**src/rtl/imbb_pkg.sv**
```systemverilog
// shared types and constants for the indexed mesh bounding box
package imbb_pkg;

    // item kinds carried in the input tuser
    localparam logic OP_APPEND = 1'b0;
    localparam logic OP_INDEX  = 1'b1;

    // fixed field widths
    localparam int BASE_WIDTH  = 12;
    localparam int INDEX_WIDTH = 16;
    localparam int AXES        = 3;

    // control that travels with a store read into the accumulator
    typedef struct packed {
        logic valid;  // an index item is in this stage
        logic hit;    // slot was below the fill count
        logic last;   // closes the run
    } t_rd_ctl;

endpackage

```
**src/rtl/imbb_accum.sv**
```systemverilog
// running per-axis min and max with result build on end of run
module imbb_accum #(
    parameter int COORD_WIDTH = 16
) (
    input  logic                                i_clk,
    input  logic                                i_rst_n,
    input  logic                                i_en,
    input  logic [3*COORD_WIDTH-1:0]            i_vertex,
    input  imbb_pkg::t_rd_ctl                   i_ctl,
    output logic                                o_res_valid,
    output logic [6*COORD_WIDTH:0]              o_res
);

    logic signed [COORD_WIDTH-1:0] r_lo [imbb_pkg::AXES];
    logic signed [COORD_WIDTH-1:0] r_hi [imbb_pkg::AXES];
    logic signed [COORD_WIDTH-1:0] n_lo [imbb_pkg::AXES];
    logic signed [COORD_WIDTH-1:0] n_hi [imbb_pkg::AXES];
    logic signed [COORD_WIDTH-1:0] upd_lo [imbb_pkg::AXES];
    logic signed [COORD_WIDTH-1:0] upd_hi [imbb_pkg::AXES];
    logic signed [COORD_WIDTH-1:0] p [imbb_pkg::AXES];
    logic                          r_seen;
    logic                          n_seen;
    logic                          upd_seen;
    logic                          take;
    logic                          emit;

    assign take = i_ctl.valid && i_ctl.hit;
    assign emit = i_ctl.valid && i_ctl.last;

    // fold the looked-up vertex into the bounds, then clear on end of run
    always_comb begin
        for (int a = 0; a < imbb_pkg::AXES; a++) begin
            p[a] = i_vertex[a*COORD_WIDTH +: COORD_WIDTH];
            upd_lo[a] = r_lo[a];
            upd_hi[a] = r_hi[a];
            if (take) begin
                if (!r_seen || (p[a] < r_lo[a])) begin
                    upd_lo[a] = p[a];
                end
                if (!r_seen || (p[a] > r_hi[a])) begin
                    upd_hi[a] = p[a];
                end
            end
            n_lo[a] = emit ? '0 : upd_lo[a];
            n_hi[a] = emit ? '0 : upd_hi[a];
        end
        upd_seen = r_seen || take;
        n_seen   = emit ? 1'b0 : upd_seen;
    end

    // result word: mins, maxes, seen flag from the low bit up
    always_comb begin
        o_res = '0;
        for (int a = 0; a < imbb_pkg::AXES; a++) begin
            o_res[a*COORD_WIDTH +: COORD_WIDTH]                   = upd_lo[a];
            o_res[(a+imbb_pkg::AXES)*COORD_WIDTH +: COORD_WIDTH]  = upd_hi[a];
        end
        o_res[6*COORD_WIDTH] = upd_seen;
    end
    assign o_res_valid = emit;

    always_ff @(posedge i_clk) begin
        if (!i_rst_n) begin
            r_seen <= 1'b0;
            for (int a = 0; a < imbb_pkg::AXES; a++) begin
                r_lo[a] <= '0;
                r_hi[a] <= '0;
            end
        end else if (i_en) begin
            r_seen <= n_seen;
            for (int a = 0; a < imbb_pkg::AXES; a++) begin
                r_lo[a] <= n_lo[a];
                r_hi[a] <= n_hi[a];
            end
        end
    end

endmodule

```
**config.mk**
```make
export PLATFORM = sky130hd
export DESIGN_NAME = imbb_accum
export DESIGN_NICKNAME = d
export VERILOG_FILES = /design/src/rtl/imbb_pkg.sv /design/src/rtl/imbb_accum.sv
export SDC_FILE = /design/constraint.sdc
export NUM_CORES = 1
export LEC_CHECK = 0
export ABC_AREA = 1
export BUFFER_PORTS_ARGS = -buffer_cell sky130_fd_sc_hd__buf_2
export CAP_MARGIN = 20
export CORE_MARGIN = 2
export CORE_UTILIZATION = 40
export DETAILED_ROUTE_END_ITERATION = 16
export SLEW_MARGIN = 20
export SYNTH_ARGS = -nofsm -noshare
export SYNTH_HDL_FRONTEND = slang
export SYNTH_SLANG_ARGS = --single-unit
```
**constraint.sdc**
```tcl
create_clock -name i_clk -period 3.6 [get_ports i_clk]
set_clock_uncertainty 0.05 [all_clocks]
set_input_delay 0.72 -clock i_clk [delete_from_list [all_inputs] [get_ports i_clk]]
set_output_delay 0.72 -clock i_clk [all_outputs]
set_load 0.005 [all_outputs]
```
; ---- Word level (Yosys, flattened, before mapping)
; Memories as Yosys holds them, arrays and structs flattened.
; Cells that the tools add are included.
[totals]
ram_bits = 96
inputBits = 54
register_bits = 1
output_inout_bits = 98
word_cells = 54
mem_count = 2
[classes]
order_cmp = 6
n_reduce_logical = 10
mux = 29
bitwise = 6
[mem_list]
columns = memory, depth, word_bits, rd, rd_clocked_by_memory_dff, write_ports, line_no
row1 = r_hi, 3, 16, 3, 0, 3, imbb_accum.sv:15  ; logic signed [COORD_WIDTH-1:0] r_hi [imbb_pkg::AXES];
row2 = r_lo, 3, 16, 3, 0, 3, imbb_accum.sv:14  ; logic signed [COORD_WIDTH-1:0] r_lo [imbb_pkg::AXES];
[op_table]
columns = cell, count
row1 = $mux W16, 24
row2 = $gt A16 B16 Y1, 3
row3 = $lt A16 B16 Y1, 3
row4 = $logic_or A1 B1 Y1, 7
row5 = $or A1 B1 Y1, 6
row6 = $mux W1, 5
row7 = $logic_and A1 B1 Y1, 2
row8 = $logic_not A1 Y1, 1

; ---- Longest topological paths before layout
; Gate-level depths: netlist (run 1).
[logic_depth]
depth_word = 6
ltp_mapped = 19

; ---- Least setup slack after synthesis (run 1)
; No wires, ideal clock.
[synth_path]
kind = input -> register
startpoint = in i_en
endpoint = mem r_hi[0][0] (enable)
t_required_ns = 3.092
t_arrival_ns = 2.795
setup_slack_ns = 0.297
cell_stages = 2
path_cell_list = inv_1 > nand2_1
[synth_rtl]
columns = item, line_no
row1 = start: declaration, imbb_accum.sv:7  ; input logic i_en,
row2 = end: declaration, imbb_accum.sv:15

; ---- Worst setup path after layout (run 1)
[layout_path]
startpoint = in i_vertex[31]
endpoint = out o_res[72]
[layout_via]
elab_chain_cells = 4
[layout_rtl]
columns = item, line_no
row1 = start: declaration, imbb_accum.sv:8  ; input logic [3*COORD_WIDTH-1:0] i_vertex,
row2 = $gt A16 B16 Y1, imbb_accum.sv:40  ; if (!r_seen || (p[a] > r_hi[a])) begin
row3 = $logic_or A1 B1 Y1, imbb_accum.sv:40
row4 = $mux W16, imbb_accum.sv:40
row5 = $mux W16, imbb_accum.sv:36  ; if (take) begin
row6 = end: declaration, imbb_accum.sv:11  ; output logic [6*COORD_WIDTH:0] o_res
; Every way passes these cells.

==> results of run 1 <==
[state kept, by name, indices dropped and copies added, names as in the netlist]
register	flops
r_seen	1
r_hi	48
r_lo	48
[cell families after synthesis]
group | after synthesis
flops | 97
buf+inv | 218
fa+ha+maj | 93
simple gates | 502
compound gates | 113
[how the worst max path moves through the flow]
stage | end | startpoint | cells past startpoint | slack [ns]
6_report | o_res[72] | i_vertex[31] | 14 | 0.22
5_1_grt | o_res[76] | i_vertex[31] | 15 | 0.0008
4_1_cts | o_res[78] | i_vertex[31] | 15 | 0.22
3_5_place_dp | o_res[78] | i_vertex[31] | 15 | 0.23
3_3_place_gp | o_res[75] | i_vertex[31] | 15 | 0.23
2_1_floorplan | r_hi[0][0] | i_en | 2 | 0.30
[what timing repair did]
item                                    4_1_cts  5_1_grt
buffers inserted                              0        0
endpoints found under the setup margin        0        8
gates resized for setup                       0        1
[power by group through the flow]
stage | Sequential (mW) | Combinational (mW) | Clock (mW)
floorplan | 1.37 | 0.510 | 0
global placement | 1.38 | 0.779 | 0
detailed placement | 1.38 | 0.788 | 0
CTS | 1.35 | 0.793 | 1.09
global route | 1.36 | 0.908 | 1.13
finish | 1.35 | 0.784 | 1.05
[cell type report]
type / instances / area, sq um / area share
inverters: 183 / 688 / 0.0760
well taps: 260 / 325 / 0.0359
clock inverters: 6 / 82.6 / 0.00912
multi-input cells: 708 / 3950 / 0.437
repair buffers: 163 / 875 / 0.0966
clock buffers: 10 / 229 / 0.0253
flip-flops and latches: 97 / 2900 / 0.321
[per-stage QoR]
stage               hold WS (ns)  power (mW)   util  setup WS [ns]
finish                     0.590        3.19  0.481          0.224
global route               0.626        3.40  0.481       0.000844
CTS                        0.598        3.23  0.480          0.220
detailed placement         0.579        2.16  0.464          0.230
global placement           0.568        2.15  0.464          0.226
floorplan                  0.549        1.88      -          0.297
[critical path: stages]
cell,delay (ns)
buf_2,0.13
ha_1,0.34
a21oi_1,0.15
o21ai_0,0.09
a21oi_1,0.21
nand3_1,0.10
nand2_1,0.09
nand2_2,0.06
nand2_4,0.15
buf_4,0.20
nand3_1,0.07
nand2_1,0.10
inv_1,0.05
buf_2,0.12
[layout by cell type (no fill, tap or decap), drive strengths merged]
| cell | Yosys | layout |
|---|---|---|
| nand2 | 318 | 318 |
| inv | 183 | 182 |
| buf | 18 | 163 |
| a21oi | 101 | 101 |
| nand3 | 101 | 101 |
| edfxtp | 96 | 96 |
| ha | 93 | 93 |
| nor2 | 56 | 56 |
| nand3b | 15 | 15 |
| clkbuf | 17 | 10 |
| o21ai | 9 | 9 |
| nand4 | 5 | 5 |
| nor3 | 5 | 5 |
| clkinv | 0 | 3 |
| nor4 | 2 | 2 |
| a21o | 2 | 2 |
| clkinvlp | 0 | 2 |
| bufinv | 0 | 2 |
| o21a | 1 | 1 |
| dfxtp | 1 | 1 |
[per-layer routing]
layer,global-route usage,part of all wire
met2,0.313,0.46
met1,0.269,0.48
met3,0.0241,0.050
met4,0.0552,0.012
met5,0,0
==> impl_metrics.yaml, run 1 <==
clocking:
  maximum_level_of_the_cts_h_tree: 3
  clk_latency_ns: 0.35
  clock-sinks: 97
  clk_pin_slew_ns: 0.07
  cell_at_the_root_of_the_clock_tree: "clkbuf_16"
  tritoncts: "done"
  cts_hold_repair.buffers: 0
  clock_tree.buffer_depth: 2
  cts_inserted_buffers: 9
yosys:
  compound_gate_portion_of_the_synthesized_area: 0.0742
  synthDistinctLibCells: 29
  synthesis.yosys.warnings: 0
  synth_enable_flop_cells: 96
  synth.area.top_cells: "edfxtp_1 37%, ha_1 15%, nand2_1 15%"
  synth_top_family_by_area: "simple AND/OR/NAND/NOR gates"
  post_synth_inst_count: 1023
  synthesis.nets: 1170
  post_synth_mux_area_share: 0
  yosys.area_share.xor_xnor: 0
  most_instantiated_library_cell_after_synthesis: "nand2_1"
  postSynth.topFlopCell: "edfxtp_1"
  synth.yosys.seq_area_share: 0.376
  ys_seq_elements: 97
  syn_avg_cell_area_sq_um: 7.55
  fraction_of_synthesis_flops_using_an_asynchronous_set_or_reset_pin: 0
  synth_simple_gate_area_frac: 0.283
  post_synthesis_cell_type_with_the_largest_combined_area: "edfxtp_1"
  area_share_of_fa_ha_maj_cells_after_synthesis: 0.151
  syn_area_sq_um: 7720
  netlist.area_leader.share: 0.373
  synthTopCellsByCount: "308 x nand2_1, 182 x inv_1, 101 x a21oi_1"
sta:
  finalSetupTns_ns: 0
  rsz0062_at_grt: "no"
  max_freq_ghz: 0.296
  timing.final.crit_share: 0.938
  finalWorstPathRequiredPeriod_ns: 3.38
  final_hold_violation_count: 0
  slew_headroom: 0.451
  report.final.setup_viol: 0
  count_of_pins_over_their_slew_limit: 0
  max_slew.worst_pin.slew_ns: 0.824
worst_setup_path:
  crit-reg2reg-launch: "r_hi[0][27]"
  critical_path.startpoint_type: "input pin"
  r2r_end: "r_hi[0][24]"
  worst_ep_arrival_time_ns: 2.61
  worst-r2r-cell-count: 13
  setup.reg_to_reg.worst_slack_ns: 1.23
  worst_ep_required_time_ns: 2.83
  path_class: "input pin to output pin"
  cp_max_fo: 12
  worstSetupEndpointType: "output pin"
final_layout:
  post_layout_nonfiller_instances: 1427
  antenna-diode-count: 0
  syn2layout_area_growth_pct: 17.3
  layout.cell_area.non_filler_sq_um: 9060
  final_layout_size_suffix_gt1_frac: 0.168
  num-nets-final: 1309
  final.fill_count: 1900
floorplanning:
  design.die.area_sq_um: 20400
  rows: 50
  dieWidth_um: 143
  core_region_area_sq_um: 18800
  starting_utilization_of_the_core_area: 0.410
  die_height_um: 143
  ioPinCount: 152
placement:
  post-place-cells: 1411
  post_place_instance_area_sq_um: 8730
  numPortBuffers: 151
  dpl_wire_length_um: 13600
  gp_congestion: 0.805
detailed_routing:
  ant_nets: 0
  dr_total_vias: 6933
  via_per_inst: 4.86
  detailedRoute.firstPassIterationCount: 5
  routed_wl_um: 19400
  drt-wirelength-per-cell_um: 13.6
  drt_iter0_drc: 354
  remaining_drc_errors: 0
hold_path:
  hold_path_end: "r_lo[0][17]"
  min_delay_path_depth: 2
  worstHoldStart: "r_lo[0][17]"
  holdCritPathClass: "flop to flop"
flow_run:
  number_of_max_cap_violations: 0
power:
  internal_cell_power_mw: 2.23
  power_frac_clock: 0.330
  pwr_density_cell_nw_per_um2: 352
  p_leak_nw: 4.80
  seq_power_share: 0.424
  share_comb_of_total_power: 0.246
  ir_drop_v: 0.000199
  power_switching_share: 0.301
  switching_power_uw: 959
status:
  outcome: "finished clean"
global_route:
  vias_in_the_first_global_route: 6350
  grtUsageTotal: 0.192
  grt_antenna_before_repair: 0
  wire_length_of_the_first_global_routing_pass_um: 31400
  grt_total_ovfl: 0
  grt_start_max_net_pins: 98
(Power assumes the default switching activity.)
==> run 2: changes to the inputs <==
clock period = 3.65 ns   (was 3.6 ns; I/O delays follow)
==> run 2 against run 1 <==
Sequential power barely moved; register-to-register slack improved by 0.10 ns; total power fell by 3.8%; wire length fell by 0.73%; combinational power fell by 2%; clock power fell by 8%; die area did not move; largest power group unchanged.
==> impl_metrics.yaml, run 2 (synthesis results as in run 1) <==
floorplanning:
  die_height_um: 143
  dieWidth_um: 143
  starting_utilization_of_the_core_area: 0.410
  ioPinCount: 152
  core_region_area_sq_um: 18800
  design.die.area_sq_um: 20400
  rows: 50
worst_setup_path:
  worstSetupEndpointType: "output pin"
  path_class: "input pin to output pin"
  worst_ep_required_time_ns: 2.87
  r2r_end: "r_hi[0][24]"
  crit_family: "simple AND/OR/NAND/NOR gates"
  setup.reg_to_reg.worst_slack_ns: 1.33
  cp_slowest_cell: "ha_1"
  crit-reg2reg-launch: "r_hi[0][31]"
  path_cells: "buf_2, ha_1, nand2_1, nor3_2, nand2_1, nand2_1, nand2_1, nand2_1, nand2_2, nand2_4, buf_4, nand3_1, nand2_1, inv_1, buf_2"
  cpPeakStageDelay_ns: 0.35
  worst-path-buf-inv: 4
  worst-r2r-cell-count: 14
  timing.critical_path.from: "i_vertex[31]"
  cp_max_fo: 11
  critical_path.startpoint_type: "input pin"
  crit_path_frequent_cell: "nand2_1"
  worst_ep_arrival_time_ns: 2.60
placement:
  dpl_wire_length_um: 14100
  gp_congestion: 0.797
  pre_cts_setup_slack_ns: 0.287
  post-place-cells: 1413
  numPortBuffers: 151
sta:
  slew_headroom: 0.463
  report.final.setup_viol: 0
  final_hold_violation_count: 0
  max_slew.worst_pin.slew_ns: 0.805
  post-route-worst-setup-slack_ns: 0.272
  finalSetupTns_ns: 0
  count_of_pins_over_their_slew_limit: 0
  finalWorstPathRequiredPeriod_ns: 3.38
  max_freq_ghz: 0.296
  whs_ns: 0.591
  rsz0062_at_grt: "no"
  timing.final.crit_share: 0.926
detailed_routing:
  detailedRoute.firstPassIterationCount: 4
  routed_wl_um: 19200
  remaining_drc_errors: 0
  drt_iter0_drc: 342
  ant_nets: 0
  via_per_inst: 4.79
  drt-wirelength-per-cell_um: 13.4
  dr_total_vias: 6840
clocking:
  clk_pin_slew_ns: 0.07
  cts_inserted_buffers: 9
  clk_latency_ns: 0.35
  ctsResizeCount: 0
  clock_tree.buffer_depth: 2
  cell_at_the_root_of_the_clock_tree: "clkbuf_16"
  clock-sinks: 97
  tritoncts: "done"
  cts_setup_buffers: 0
  cts_hold_repair.buffers: 0
  maximum_level_of_the_cts_h_tree: 3
power:
  ir_drop_v: 0.000225
  pwr_density_cell_nw_per_um2: 340
  p_leak_nw: 4.81
  power.total_mw: 3.06
global_route:
  grt_antenna_before_repair: 0
  wire_length_of_the_first_global_routing_pass_um: 31400
  grt_start_max_net_pins: 98
  grtUsageTotal: 0.194
  vias_in_the_first_global_route: 6391
  grt_total_ovfl: 0
hold_path:
  hold_path_end: "r_lo[0][24]"
  holdCritPathClass: "flop to flop"
  min_delay_path_depth: 2
  worstHoldStart: "r_lo[0][24]"
flow_run:
  number_of_max_cap_violations: 0
final_layout:
  most-common-layout-cells: "307 x nand2_1, 181 x inv_1, 151 x buf_2, 101 x a21oi_1, 97 x nand3_1"
  reg.largest.list: "r_hi: 48 flops, r_lo: 48 flops, r_seen: 1 flops"
  num-nets-final: 1311
  syn2layout_area_growth_pct: 16.8
  antenna-diode-count: 0
  post_layout_nonfiller_instances: 1429
  final.fill_count: 1916
  final_layout_size_suffix_gt1_frac: 0.169
  final_common_cell: "nand2_1"
status:
  outcome: "finished clean"
[run 2: cell types whose count changed in the layout (fill, tap and decap cells not counted), sizes merged]
cell / previous run / this run
clkinv: 3 / 4
buf: 163 / 165
clkinvlp: 2 / 0
bufinv: 2 / 1
clkbuf: 10 / 12
[run 2: layout make-up]
cell class,count,area [sq um],area share
repair buffers,165,877,0.0972
well taps,260,325,0.0361
inverters,183,688,0.0763
flip-flops and latches,97,2900,0.322
clock buffers,12,236,0.0262
clock inverters,4,45.0,0.00499
multi-input cells,708,3950,0.437
[run 2: worst max-delay path by stage]
stage,slack [ns],end,cells after the start
finish,0.27,o_res[76],15
global route,0.04,o_res[75],15
CTS,0.27,o_res[76],15
detailed placement,0.29,o_res[76],15
global placement,0.30,o_res[79],15
floorplan,0.34,r_hi[0][0],2
[run 2: layer usage]
metal	GRT usage	part of all wire	up-vias
met5	0	0	-
met4	0.0568	0.013	0
met3	0.0228	0.044	15
met2	0.320	0.46	150
met1	0.267	0.48	3077
li1	-	-	3598
[run 2: worst register-to-register path: stages (launching register included)]
cell and delay (ns):
edfxtp_1 0.33, inv_1 0.05, ha_1 0.34, nand2_1 0.11
nor3_2 0.28, nand2_1 0.11, nand2_1 0.07, nand2_1 0.04
nand2_1 0.06, nand2_2 0.06, nand2_4 0.13, buf_4 0.18
nand3_1 0.07, nand2_1 0.10, nor2_1 0.06
[run 2: report_power, final]
group | total (mW) | internal, mW | switching [mW]
Combinational | 0.770 | 0.297 | 0.473
Sequential | 1.33 | 1.30 | 0.0301
Clock | 0.963 | 0.530 | 0.433
[run 2: per-stage QoR]
stage                util  area, sq um
finish              0.479         9020
global route        0.479         9020
CTS                 0.479         9020
detailed placement  0.464         8730
global placement    0.464         8730
floorplan               -         7720
